`config.mk`:
```
export PLATFORM = sky130hd
export DESIGN_NAME = header_trailer_frame_receiver
export DESIGN_NICKNAME = d
export VERILOG_FILES = /design/src/rtl/frx_pkg.sv /design/src/rtl/frx_ram.sv /design/src/rtl/frx_parser.sv /design/src/rtl/frx_readout.sv /design/src/rtl/header_trailer_frame_receiver.sv
export SDC_FILE = /design/constraint.sdc
export NUM_CORES = 1
export LEC_CHECK = 0
export BUFFER_PORTS_ARGS = -buffer_cell sky130_fd_sc_hd__buf_4
export CORE_AREA = 8 8 149 123
export CTS_CLUSTER_SIZE = 30
export DETAILED_ROUTE_END_ITERATION = 8
export DIE_AREA = 0 0 157 131
export PLACE_DENSITY = 0.75
export SLEW_MARGIN = 20
export SYNTH_ARGS = -nofsm -noshare
export SYNTH_HDL_FRONTEND = slang
export SYNTH_HIERARCHICAL = 1
export SYNTH_SLANG_ARGS = --single-unit
```
`constraint.sdc`:
```
create_clock -name clk -period 9.25 [get_ports clk]
set_clock_uncertainty 0.1 [all_clocks]
set_input_delay 2.3125 -clock clk [delete_from_list [all_inputs] [get_ports clk]]
set_output_delay 2.3125 -clock clk [all_outputs]
set_load 0.02 [all_outputs]
```
`src/rtl/frx_pkg.sv`:
```
// frx_pkg: shared constants and types for the header/trailer frame receiver.
// No dependencies; used by frx_parser, frx_readout and the top-level receiver.
package frx_pkg;

  // Frame geometry
  localparam int PAYLOAD_WORDS = 4;
  localparam int PAYLOAD_BYTES = 4 * PAYLOAD_WORDS;
  localparam int FRAME_BYTES   = PAYLOAD_BYTES + 4;
  localparam int POS_W         = $clog2(FRAME_BYTES);
  localparam int WORD_AW       = (PAYLOAD_WORDS > 1) ? $clog2(PAYLOAD_WORDS) : 1;
  localparam int CNT_W         = $clog2(PAYLOAD_WORDS + 1);

  // Header and trailer bytes
  localparam logic [7:0] HDR_FIRST  = 8'h0D;
  localparam logic [7:0] HDR_SECOND = 8'h0A;
  localparam logic [7:0] TRL_FIRST  = 8'h0A;
  localparam logic [7:0] TRL_SECOND = 8'h0D;

  // Word write into the payload store
  typedef struct packed {
    logic               en;
    logic [WORD_AW-1:0] addr;
    logic [31:0]        data;
  } frx_wr_t;

  // Readout progress, seen by the parser for its write interlock
  typedef struct packed {
    logic             active;
    logic [CNT_W-1:0] issued;
  } frx_rd_stat_t;

endpackage

```
`src/rtl/frx_ram.sv`:
```
// frx_ram: generic single-write, single-read RAM with registered read data.
// No dependencies.
module frx_ram #(
  parameter int WIDTH = 32,
  parameter int DEPTH = 4,
  localparam int AW = (DEPTH > 1) ? $clog2(DEPTH) : 1
) (
  input  logic             clk,
  input  logic             we,
  input  logic [AW-1:0]    waddr,
  input  logic [WIDTH-1:0] wdata,
  input  logic             re,
  input  logic [AW-1:0]    raddr,
  output logic [WIDTH-1:0] rdata
);

  logic [WIDTH-1:0] mem [DEPTH];

  // Read returns old data on a same-address write
  always_ff @(posedge clk) begin
    if (we) begin
      mem[waddr] <= wdata;
    end
    if (re) begin
      rdata <= mem[raddr];
    end
  end

endmodule

```
`src/rtl/frx_parser.sv`:
```
// frx_parser: byte-level frame sync, payload word assembly and trailer check.
// Depends on frx_pkg.
module frx_parser
  import frx_pkg::*;
(
  input  logic         clk,
  input  logic         rst,
  input  logic         in_valid,
  output logic         in_ready,
  input  logic [7:0]   data_byte,
  input  frx_rd_stat_t rd_stat,
  output frx_wr_t      wr,
  output logic         frame_done
);

  logic [POS_W-1:0] pos;
  logic [POS_W-1:0] pos_next;
  logic [7:0]       held;
  logic [7:0]       held_next;
  logic [23:0]      acc;
  logic [POS_W-1:0] pay_off;
  logic             in_payload;
  logic             word_end;
  logic             fire;

  assign pay_off    = pos - POS_W'(2);
  assign in_payload = (pos >= POS_W'(2)) && (pos < POS_W'(2 + PAYLOAD_BYTES));
  assign word_end   = in_payload && (pay_off[1:0] == 2'b11);

  // Hold off a word write that would overwrite a word not yet read out
  assign in_ready = !(word_end && rd_stat.active &&
                      (CNT_W'(pay_off[POS_W-1:2]) >= rd_stat.issued));
  assign fire = in_valid && in_ready;

  assign wr.en   = fire && word_end;
  assign wr.addr = WORD_AW'(pay_off[POS_W-1:2]);
  assign wr.data = {data_byte, acc};

  // Position and held byte update
  always_comb begin
    pos_next   = pos;
    held_next  = held;
    frame_done = 1'b0;
    if (pos == '0) begin
      held_next = data_byte;
      pos_next  = POS_W'(1);
    end else if (pos == POS_W'(1)) begin
      if (held == HDR_FIRST && data_byte == HDR_SECOND) begin
        pos_next = POS_W'(2);
      end else begin
        held_next = data_byte;
      end
    end else if (in_payload) begin
      pos_next = pos + POS_W'(1);
    end else if (pos == POS_W'(FRAME_BYTES - 2)) begin
      held_next = data_byte;
      pos_next  = pos + POS_W'(1);
    end else begin
      frame_done = fire && held == TRL_FIRST && data_byte == TRL_SECOND;
      held_next  = '0;
      pos_next   = '0;
    end
  end

  always_ff @(posedge clk) begin
    if (rst) begin
      pos  <= '0;
      held <= '0;
    end else if (fire) begin
      pos  <= pos_next;
      held <= held_next;
    end
  end

  // Byte lanes gathered earliest-lowest
  always_ff @(posedge clk) begin
    if (fire && in_payload) begin
      acc <= {data_byte, acc[23:8]};
    end
  end

endmodule

```
`src/rtl/frx_readout.sv`:
```
// frx_readout: reads finished frame words from the payload store and drives
// the output beat register. Depends on frx_pkg.
module frx_readout
  import frx_pkg::*;
(
  input  logic               clk,
  input  logic               rst,
  input  logic               frame_done,
  input  logic [31:0]        rdata,
  output logic               re,
  output logic [WORD_AW-1:0] raddr,
  output frx_rd_stat_t       rd_stat,
  output logic               out_valid,
  input  logic               out_ready,
  output logic [31:0]        payload_word,
  output logic [3:0]         word_number,
  output logic               last_word
);

  logic               active;
  logic [CNT_W-1:0]   issued;
  logic               s1_v;
  logic [WORD_AW-1:0] s1_idx;
  logic               move;

  assign move  = s1_v && (!out_valid || out_ready);
  assign re    = active && (!s1_v || move);
  assign raddr = WORD_AW'(issued);

  assign rd_stat.active = active;
  assign rd_stat.issued = issued;

  // Read issue and RAM data stage
  always_ff @(posedge clk) begin
    if (rst) begin
      active <= 1'b0;
      issued <= '0;
      s1_v   <= 1'b0;
    end else begin
      if (frame_done) begin
        active <= 1'b1;
        issued <= '0;
      end else if (re) begin
        issued <= issued + CNT_W'(1);
        if (issued == CNT_W'(PAYLOAD_WORDS - 1)) begin
          active <= 1'b0;
        end
      end
      if (re) begin
        s1_v <= 1'b1;
      end else if (move) begin
        s1_v <= 1'b0;
      end
    end
  end

  always_ff @(posedge clk) begin
    if (re) begin
      s1_idx <= raddr;
    end
  end

  // Output beat register
  always_ff @(posedge clk) begin
    if (rst) begin
      out_valid <= 1'b0;
    end else if (move) begin
      out_valid <= 1'b1;
    end else if (out_ready) begin
      out_valid <= 1'b0;
    end
  end

  always_ff @(posedge clk) begin
    if (move) begin
      payload_word <= rdata;
      word_number  <= 4'(s1_idx);
      last_word    <= (s1_idx == WORD_AW'(PAYLOAD_WORDS - 1));
    end
  end

endmodule

```
`src/rtl/header_trailer_frame_receiver.sv`:
```
// Fixed-length frame receiver: takes one byte beat per cycle while in_ready is
// high; after a frame's last trailer byte is accepted, the first payload word
// is offered and the rest follow one per cycle while out_ready is high, paced
// by the single-port-read store. Input stalls only when output backpressure
// lets the next frame reach a word not yet read out. Reset clears frame
// position, held byte and readout state; the payload store is not cleared.
module header_trailer_frame_receiver
  import frx_pkg::*;
(
  input  logic        clk,
  input  logic        rst,
  input  logic        in_valid,
  output logic        in_ready,
  input  logic [7:0]  data_byte,
  output logic        out_valid,
  input  logic        out_ready,
  output logic [31:0] payload_word,
  output logic [3:0]  word_number,
  output logic        last_word
);

  frx_wr_t            wr;
  frx_rd_stat_t       rd_stat;
  logic               frame_done;
  logic               re;
  logic [WORD_AW-1:0] raddr;
  logic [31:0]        rdata;

  frx_parser u_parser (
    .clk        (clk),
    .rst        (rst),
    .in_valid   (in_valid),
    .in_ready   (in_ready),
    .data_byte  (data_byte),
    .rd_stat    (rd_stat),
    .wr         (wr),
    .frame_done (frame_done)
  );

  // Payload store, one 32-bit word per entry
  frx_ram #(
    .WIDTH (32),
    .DEPTH (PAYLOAD_WORDS)
  ) u_store (
    .clk   (clk),
    .we    (wr.en),
    .waddr (wr.addr),
    .wdata (wr.data),
    .re    (re),
    .raddr (raddr),
    .rdata (rdata)
  );

  frx_readout u_readout (
    .clk          (clk),
    .rst          (rst),
    .frame_done   (frame_done),
    .rdata        (rdata),
    .re           (re),
    .raddr        (raddr),
    .rd_stat      (rd_stat),
    .out_valid    (out_valid),
    .out_ready    (out_ready),
    .payload_word (payload_word),
    .word_number  (word_number),
    .last_word    (last_word)
  );

  // A word write never lands on a word still waiting for readout
  a_no_clobber: assert property (@(posedge clk) disable iff (rst)
    wr.en && rd_stat.active |-> CNT_W'(wr.addr) < rd_stat.issued)
    else $error("payload word overwritten before readout");

  // A new frame never completes while the previous one is still being read
  a_no_overlap: assert property (@(posedge clk) disable iff (rst)
    frame_done |-> !rd_stat.active)
    else $error("frame completed during readout");

  // The last beat carries the final word number
  a_last_num: assert property (@(posedge clk) disable iff (rst)
    out_valid && last_word |-> word_number == 4'(PAYLOAD_WORDS - 1))
    else $error("last word with wrong word number");

endmodule
```
==> results.md, run 1 <==
- Status: finished clean
- Ports: roughly 50
- GRT Util Overall: 14.5%
- Cts bufs inserted: 23
- Final nets: approximately 510
- # rows: between 40 and 50
- WP data required: a little under 7 ns
- Worst-Skew Late Latency: ~0.50 ns
- # DRC: 0
- Crit end category: output port
- Starting Density: about 56%
- Gpl congestion: ~0.85
- Iteration-0 DRC Markers: roughly 240
- Switching Share: a little under a fifth
- Final period util: between 50% and 60%
- Core Region: about 0.016 mm²
- Crit start category: flip-flop
- PwrDens: about 210 mW/mm²
- Number of routed nets with antenna violations: 0
- DR pass1 iterations: 4
- CTS tree: built
- Cell count after synthesis: 432
- Worst-path fanout max: 6
- Layout cells sized above 1: ~29%
- Commonest non-fill, non-tap cell in the layout: edfxtp_1
- Pwr Total: approximately 0.0022 W
- Die height: ~130 µm
- H-Tree Depth: 1
- Die ar.: approximately 0.02 mm²
- Root Driver: clkbuf_16
- DP Worst Slack: between 4 and 5 ns
- Die span in x: approximately 160 µm
- Total wire length: roughly 14000 µm
- FFs w/ async S/R, synth: 0%
- Critical path type: reg -> out
- Hold Vio Cnt, Final: 0
- Vias per inst: about 5.6
- Number of I/O port buffers: 48
- Via Count: between 4000 and 5000
- Vias in the first global route: between 4000 and 5000
- Hold Crit Class: reg -> reg
- Pin count of the biggest net entering global routing: 38
- Most used DFF post-synth: edfxtp_1
- Sequential group share of total power: between 50 and 60%
- Yosys warns: 6
- Synth-to-Final Area Change: 13.7%
- Peak Freq: just over 0.2 GHz
- Overflow after GRT: 0
- VDD IR max: roughly 0.00014 V
- Resized Gates After CTS: 0
- Crit path DAT: between 2 and 2.5 ns
- Longest Clk Path Bufs: 3
- Initial antenna violation count: 0
- CTS sink count: 240
- Hpwl dp: between 8000 and 9000 µm
- Switching power: ~0.00040 W
- Avg Cell Area, Syn: between 20 and 25 µm²
- Int Pwr: approximately 0.0018 W
- Post-synth cell types: 58
- Final count of pins violating max slew: 0
- Leak Pwr: between 3 and 4 nW
- Post-CTS Setup Bufs: 0
- Final worst slack: between 4 and 5 ns
- Clk pin slew, worst setup/hold paths: approximately 0.060 ns
- Sequential fraction of the synthesis area: approximately 80%
- Relative slew slack: 53.7%
- Tmin final: 4.86 ns
- Filler cells: around 1100
- Final count of negative-setup-slack endpoints: 0
- Routed len/inst: 20.0 µm
- Global-route wire length before repair: 22700 µm
- Post-route setup TNS: 0 ns
- Commonest cells after routing, fill and taps aside: edfxtp_1, buf_4, mux4_2
- Synthesized flop and latch total: 240
- Logic gate share of total power: around 1.7%
- Clock power frac: a little over two fifths
- Post-Syn Area: about 0.009 mm²
- N_diodes: 0
- EDFF count, synth: 221
- RSZ-0062 raised after global routing: false
- Worst-margin pin slew: around 0.69 ns
- Hold buffers post-CTS: 0
- Max Cap Viol: 0
==> registers in the layout (all words and copies together), names as in the netlist <==
signal and cells:
u_parser/pos 5, u_readout/word_number 2, u_readout/s1_v 1, u_store/mem 128
u_readout/active 1, u_parser/held 8, u_readout/s1_idx 2, u_readout/last_word 1
u_store/rdata 32, u_readout/payload_word 32, u_parser/acc 24, u_readout/out_valid 1
u_readout/issued 3
==> metrics by stage <==
stage / hold slack [ns] / utilization (%) / cells / cell area (µm²)
2_1_floorplan: 0.300 / - / 433 / 8980
3_3_place_gp: 0.301 / 58.9 / 680 / 9440
3_5_place_dp: 0.305 / 58.9 / 680 / 9440
4_1_cts: 0.317 / 63.7 / 722 / 10200
5_1_grt: 0.323 / 63.7 / 722 / 10200
6_report: 0.315 / 63.7 / 722 / 10200
==> power by group through the flow <==
stage          combinational [W]  sequential, W  clock [W]
2_1_floorplan          0.0000265        0.00120          0
3_3_place_gp           0.0000338        0.00121          0
3_5_place_dp           0.0000356        0.00121          0
4_1_cts                0.0000357        0.00118   0.000963
5_1_grt                0.0000392        0.00118    0.00100
6_report               0.0000358        0.00118   0.000941
==> cell usage after synthesis, types with 2 or more instances <==
cell type,instances,area (µm²)
or3b_2,4,35.0
buf_4,15,113
and3_1,2,12.5
mux4_2,30,676
o211ai_1,3,22.5
a21oi_1,8,40.0
a32o_1,2,20.0
or3b_1,4,35.0
clkbuf_1,2,7.51
edfxtp_1,221,6640
and3_2,2,15.0
mux4_1,2,52.6
xor2_1,2,17.5
inv_1,12,45.0
nor3_1,5,25.0
nor2b_1,2,12.5
nand3_1,2,10.0
and3b_1,2,17.5
nand4b_1,3,26.3
nor4b_1,2,17.5
ha_1,12,150
nor2_1,4,15.0
nor3b_1,3,22.5
nand2_1,16,60.1
mux2i_1,9,90.1
buf_6,4,45.0
dfxtp_1,19,380
nor4bb_1,2,20.0
o21ai_0,3,15.0
buf_2,4,20.0
buf_12,3,60.1
and2_1,2,12.5
==> per-layer routing <==
metal,GRT usage [%],part of all wire [%],vias to the layer above
met4,3.89,2.0,0
met5,0,0,-
met2,24.8,49,114
met1,18.7,43,2050
li1,-,-,1825
met3,3.22,6.0,25
==> area by class of cell <==
class / count / area, µm² / share of cell area, %
sequential: 240 / 7020 / 68.7
multi-input combinational: 153 / 1690 / 16.6
clock buffer: 25 / 583 / 5.71
timing repair buffer: 55 / 413 / 4.04
tap: 220 / 275 / 2.70
clock inverter: 17 / 185 / 1.81
inverter: 12 / 45.0 / 0.441
==> logic make-up (layout without fill, tap and decap cells) <==
| group | Yosys count | after routing | synth area share (%) |
|---|---|---|---|
| compound gates | 26 | 26 | 2.26 |
| xor+xnor | 2 | 2 | 0.195 |
| buf+inv | 40 | 109 | 3.23 |
| flops | 240 | 240 | 78.1 |
| mux | 41 | 41 | 9.11 |
| fa+ha+maj | 12 | 12 | 1.67 |
| other cells | 1 | 2 | 0.0418 |
| simple gates | 70 | 70 | 5.35 |
==> path summary, 6_finish.rpt <==
path | slack [ns] | end | depth (start not counted) | start
setup / recovery | 4.39 | in_ready | 8 | u_parser/pos[1]
setup reg to reg | 5.41 | u_store/mem[1][27] | 10 | u_parser/pos[1]
hold reg to reg | 0.32 | u_readout/payload_word[20] | 0 | u_store/rdata[20]
hold / removal | 0.32 | u_readout/payload_word[20] | 0 | u_store/rdata[20]
==> worst max-delay path: stages (launching register included) <==
cell     delay [ns]
dfxtp_1        0.43
inv_1          0.14
ha_1           0.27
xor2_1         0.20
ha_1           0.31
nand2_1        0.04
o21ai_0        0.26
nand3_1        0.12
buf_4          0.18
(Power assumes the default switching activity.)
==> run 2: changes to the inputs <==
- ABC_AREA: unset -> 1
- CORE_AREA: 8 8 149 123 -> 8 8 154 127
- DIE_AREA: 0 0 157 131 -> 0 0 162 135
- PLACE_DENSITY: 0.75 -> 0.76
- clock period: 9.25 -> 4.9 ns (I/O delays scaled with it)
==> run 2 against run 1 <==
Compared with the run above:
- largest power group unchanged
- design area grew 8.5%
- synthesized cell count grew 95%
- routed wire length grew 21%
- global-route usage grew 1.7 points
- register-to-register slack lost 4.0 ns
- power grew 110%
==> results.md, run 2 <==
- Status: finished clean
- Worst-Skew Late Latency: slightly above 0.5 ns
- Yosys warns: 6
- Longest Clk Path Bufs: 3
- CTS sink count: 240
- CTS tree: built
- Layout cells sized above 1: approximately 13%
- Final period util: around three quarters
- Die span in x: around 160 µm
- Placement Cell Area: between 0.01 and 0.015 mm²
- Iteration-0 DRC Markers: between 400 and 500
- Final count of pins violating max slew: 0
- Max Cap Viol: 0
- Fin cells: 1136
- DR pass1 iterations: 5
- Critical path type: reg -> out
- WP data required: between 3 and 4 ns
- Most common cell in the synthesized netlist: nand2_1
- Largest area contributor in the netlist: edfxtp_1
- Post-Syn Area: approximately 0.0097 mm²
- Resized Gates After CTS: 0
- Post-synth cell types: 27
- Avg Cell Area, Syn: 11.5 µm²
- Total wire length: 17500 µm
- Synthesized flop and latch total: 240
- Die ar.: 0.0219 mm²
- Post-synth top area share: just under 70%
- Routed len/inst: ~15 µm
- Post-CTS Setup Bufs: 0
- Top Registers: u_store/mem: 128 flops, u_readout/payload_word: 32 flops, u_store/rdata: 32 flops
- VDD IR max: between 0.0002 and 0.00025 V
- Vias per inst: between 4 and 5
- Most used DFF post-synth: edfxtp_1
- Final count of negative-setup-slack endpoints: 0
- Clk pin slew, worst setup/hold paths: approximately 0.060 ns
- FFs w/ async S/R, synth: 0%
- Initial antenna violation count: 0
- EDFF count, synth: 221
- Multi-input gate area: 0.00188 mm²
- Leak Pwr: 4.67 nW
- Relative slew slack: about 36%
- Post-synth top cells: nand2_1, edfxtp_1, inv_1, nand3_1, nor2_1
- Sequential fraction of the synthesis area: between 70% and 80%
- Gpl congestion: 0.887
- Number of routed nets with antenna violations: 0
- Peak Freq: 0.268 GHz
- Die height: approximately 140 µm
- Starting Density: a little under three fifths
- Worst-path fanout max: 5
- Commonest cells after routing, fill and taps aside: nand2_1, edfxtp_1, inv_1
- Ports: 51
- Top post-synthesis cells by area: edfxtp_1, nand2_1, inv_1
- Cts bufs inserted: 24
- GRT Util Overall: between 15 and 20%
- Synth-to-Final Area Change: 13.7%
- Cell count after synthesis: around 840
- Crit path DAT: 2.41 ns
- Hold Crit Class: reg -> reg
- H-Tree Depth: 1
- Tmin final: around 3.7 ns
- Crit end category: output port
- Commonest non-fill, non-tap cell in the layout: nand2_1
- Number of I/O port buffers: 48
- Root Driver: clkbuf_16
- PwrDens: 405 mW/mm²
- Placed cells: ~1100
- Crit start category: flip-flop
- Post-Layout Inst Area: between 0.01 and 0.015 mm²
- RSZ-0062 raised after global routing: false
- Final nets: between 900 and 1000
- Overflow after GRT: 0
- Pin count of the biggest net entering global routing: 70
- Hold Vio Cnt, Final: 0
- Largest register FFs: ~130
- # DRC: 0
- Vias in the first global route: ~5600
- # rows: 43
- Worst-margin pin slew: 0.959 ns
- Via Count: roughly 5700
- N_diodes: 0
- Hold buffers post-CTS: 0
- Core Region: ~0.017 mm²
- Filler cells: approximately 1300
- Hpwl dp: about 11000 µm
- FF+latch area: between 0.007 and 0.008 mm²
- Global-route wire length before repair: between 20000 and 30000 µm
- Biggest register: u_store/mem
-- run 2: final cells by class --
class                           instances  area share (%)
Sequential cell                       240            63.3
Clock buffer                           27            5.71
Inverter                              163            5.53
Timing Repair Buffer                   58            3.93
Clock inverter                         17            1.98
Multi-Input combinational cell        406            17.0
Tap cell                              225            2.54
-- run 2: metal layers --
metal,part of all wire [%],vias to the layer above,track usage (%)
met4,2.0,0,4.77
met5,0,-,0
met1,43,2660,20.7
li1,-,2801,-
met3,5.9,26,3.29
met2,49,167,27.6
-- run 2: worst paths after layout --
check	from	to	slack, ns	cells past startpoint
max	u_parser/pos[1]	in_ready	1.16	9
min reg2reg	u_store/rdata[7]	u_readout/payload_word[7]	0.32	0
max reg2reg	u_parser/pos[1]	u_store/mem[3][14]	1.38	17
min	u_store/rdata[7]	u_readout/payload_word[7]	0.32	0
-- run 2: metrics by stage --
| stage | total power, W | TNS (ns) | worst slack (ns) | hold slack [ns] | utilization, % |
|---|---|---|---|---|---|
| after detailed placement | 0.00259 | 0 | 1.41 | 0.305 | 60.1 |
| final | 0.00448 | 0 | 1.16 | 0.318 | 65.2 |
| after CTS | 0.00451 | 0 | 1.15 | 0.319 | 65.2 |
| after global placement | 0.00259 | 0 | 1.50 | 0.301 | 60.1 |
| after global routing | 0.00463 | 0 | 1.01 | 0.322 | 65.2 |
| after floorplan | 0.00253 | -98.54 | -0.770 | 0.300 | - |
-- run 2: worst max-delay path, cell delays in order (launching register included) --
cell and delay [ns]:
dfxtp_1 0.41, inv_1 0.14, ha_1 0.23, nand2_1 0.09
nand2_1 0.15, ha_1 0.33, nand3_1 0.07, nand3_1 0.12
nand3_2 0.15, buf_4 0.19
-- run 2: power breakdown --
part           total [W]  switching, W  internal [W]
combinational   0.000210      0.000146     0.0000642
clock            0.00193      0.000735       0.00119
sequential       0.00234     0.0000425       0.00230
-- run 2: cell families (layout without fill, tap and decap cells) --
kind of cell | after synthesis | after routing | share of synthesized area, %
AOI/OAI and AO/OA | 9 | 9 | 0.539
xor gates and xnor gates | 2 | 2 | 0.180
adders and majority gates | 12 | 12 | 1.54
buffers and inverters | 199 | 265 | 9.06
DFF | 240 | 240 | 72.0
other | 1 | 2 | 0.0385
and+or+nand+nor | 381 | 381 | 16.6
==> run 3: changes to the inputs <==
- ABC_AREA: 1 -> 0
- CORE_AREA: 8 8 154 127 -> 8 8 149 123
- DIE_AREA: 0 0 162 135 -> 0 0 157 131
- PLACE_DENSITY: 0.76 -> 0.75
- clock period: 4.9 -> 3.8 ns (I/O delays scaled with it)
==> run 3 against run 2 <==
Compared with the run above:
- routed wire length fell by 15%
- first-iteration DRC count fell by 39%
- core utilization fell by 1.3 points
- sequential share of layout area rose by 5.2 points
- critical endpoint unchanged
- largest cell class unchanged
- largest power group unchanged
==> results.md, run 3 (synthesis results as in run 1) <==
- CP bufs+invs: 2
- Global-route wire length before repair: 23500 µm
- Crit end category: output port
- Core Region: approximately 0.016 mm²
- Hold buffers post-CTS: 0
- Ports: 51
- Leak Pwr: around 3.4 nW
- Worst-path fanout max: 9
- Status: finished clean
- Total wire length: approximately 15000 µm
- H-Tree Depth: 1
- # rows: 42
- Hpwl dp: approximately 8500 µm
- Synth-to-Final Area Change: 13.9%
- WP data required: 2.75 ns
- Final count of negative-setup-slack endpoints: 0
- Routed len/inst: just over 20 µm
- Critical path type: reg -> out
- Gpl congestion: ~0.84
- CTS tree: built
- Layout cells sized above 1: between 20 and 30%
- GRT Util Overall: ~15%
- Number of routed nets with antenna violations: 0
- Resized Gates After CTS: 0
- Starting Density: a little under three fifths
- Vias per inst: approximately 5.5
- Crit start category: flip-flop
- Slowest CP cell: dfxtp_1
- Root Driver: clkbuf_16
- Hold Vio Cnt, Final: 0
- Final worst slack: about 0.17 ns
- Hold Crit Class: reg -> reg
- Final nets: a little over 500
- Hold wc startpoint: u_store/rdata[24]
- Fin cells: just over 700
- Critical Path Start: u_parser/pos[2]
- Cells along the critical path: inv_1, ha_1, xor2_1, ha_1, nand2_1, o21ai_0, nand3_1, buf_4
- Slowest stage delay, CP: roughly 0.48 ns
- # DRC: 0
- Die ar.: between 0.02 and 0.025 mm²
- Number of I/O port buffers: 48
- DR pass1 iterations: 5
- Worst-margin pin slew: ~0.87 ns
- Post-route setup TNS: 0 ns
- Largest register FFs: ~130
- Vias in the first global route: approximately 4300
- Commonest cells after routing, fill and taps aside: edfxtp_1, buf_4, mux4_2
- VDD IR max: ~0.00029 V
- Top cell by count, worst path: ha_1
- Filler cells: ~1000
- DP Worst Slack: 0.529 ns
- Initial antenna violation count: 0
- Final period util: around 96%
- Die span in x: around 160 µm
- Worst r2r src: u_parser/pos[2]
- Smallest hold slack: ~0.31 ns
- Kind of cell adding the most delay to the critical path: flip-flops
- Crit path DAT: approximately 2.6 ns
- Post-CTS Setup Bufs: 0
- Cts bufs inserted: 23
- Iteration-0 DRC Markers: 250
- Worst-Skew Late Latency: ~0.5 ns
- Overflow after GRT: 0
- Final count of pins violating max slew: 0
- CTS sink count: 240
- Commonest non-fill, non-tap cell in the layout: edfxtp_1
- RSZ-0062 raised after global routing: false
- Peak Freq: roughly 0.28 GHz
- Die height: 131 µm
- Longest Clk Path Bufs: 3
- PwrDens: about 510 mW/mm²
- Pin count of the biggest net entering global routing: 38
- Via Count: roughly 4000
- Tmin final: approximately 3.6 ns
- Top Registers: u_store/mem: 128 flops, u_readout/payload_word: 32 flops, u_store/rdata: 32 flops
- Clk pin slew, worst setup/hold paths: approximately 0.060 ns
- Biggest register: u_store/mem
- N_diodes: 0
- Max Cap Viol: 0
- Relative slew slack: approximately two fifths
- Placed cells: ~680
[run 3: cell count changes in the layout (fill, tap and decap cells not counted), moves of 4 or more]
| cell | before | now |
|---|---|---|
| clkbuf_8 | 0 | 4 |
| clkinv_1 | 6 | 2 |
| inv_1 | 159 | 12 |
| mux2i_1 | 0 | 9 |
| mux4_2 | 0 | 30 |
| nand2_1 | 227 | 16 |
| nand3_1 | 88 | 2 |
| nor2_1 | 45 | 4 |
| nor3_1 | 1 | 5 |
| nor3_2 | 4 | 0 |
| or3b_1 | 0 | 4 |
| or3b_2 | 0 | 4 |
[run 3: path summary, 6_finish.rpt]
check | to | slack (ns) | depth (start not counted)
max | in_ready | 0.17 | 8
min | u_readout/payload_word[24] | 0.31 | 0
max reg2reg | u_store/mem[0][10] | 0.50 | 10
min reg2reg | u_readout/payload_word[24] | 0.31 | 0
[run 3: worst register-to-register path, stage by stage, from the launching register on]
cell	delay [ns]
dfxtp_1	0.48
inv_1	0.12
ha_1	0.25
xor2_1	0.38
ha_1	0.31
nand2_1	0.05
o21ai_0	0.13
a41oi_2	0.24
and3_2	0.23
nor3b_4	0.17
buf_4	0.45
[run 3: layer usage]
layer | GRT usage [%] | part of all wire [%] | up-vias
li1 | - | - | 1822
met1 | 19.4 | 43 | 2040
met2 | 25.5 | 50 | 116
met3 | 2.73 | 5.1 | 29
met4 | 4.74 | 2.1 | 0
met5 | 0 | 0 | -
[run 3: through the flow]
step                      area [µm²]  power (W)  utilization, %
after floorplan                 8990    0.00300               -
final                          10200    0.00527            63.8
after global routing           10200    0.00542            63.8
after global placement          9460    0.00302            59.0
after detailed placement        9460    0.00302            59.0
after CTS                      10200    0.00531            63.8
[run 3: report_power, final]
part           leakage [nW]  switching, W  internal (W)
Combinational         0.903     0.0000560     0.0000339
Sequential             2.14     0.0000111       0.00287
Clock                 0.380      0.000899       0.00140
Total                  3.43      0.000966       0.00430
[run 3: cell type report]
cell class	instances	area, µm²	area share, %
clock inverter	9	125	1.22
timing repair buffer	56	420	4.11
sequential	240	7020	68.6
multi-input combinational	153	1700	16.6
tap	220	275	2.69
inverter	12	45.0	0.440
clock buffer	32	649	6.35
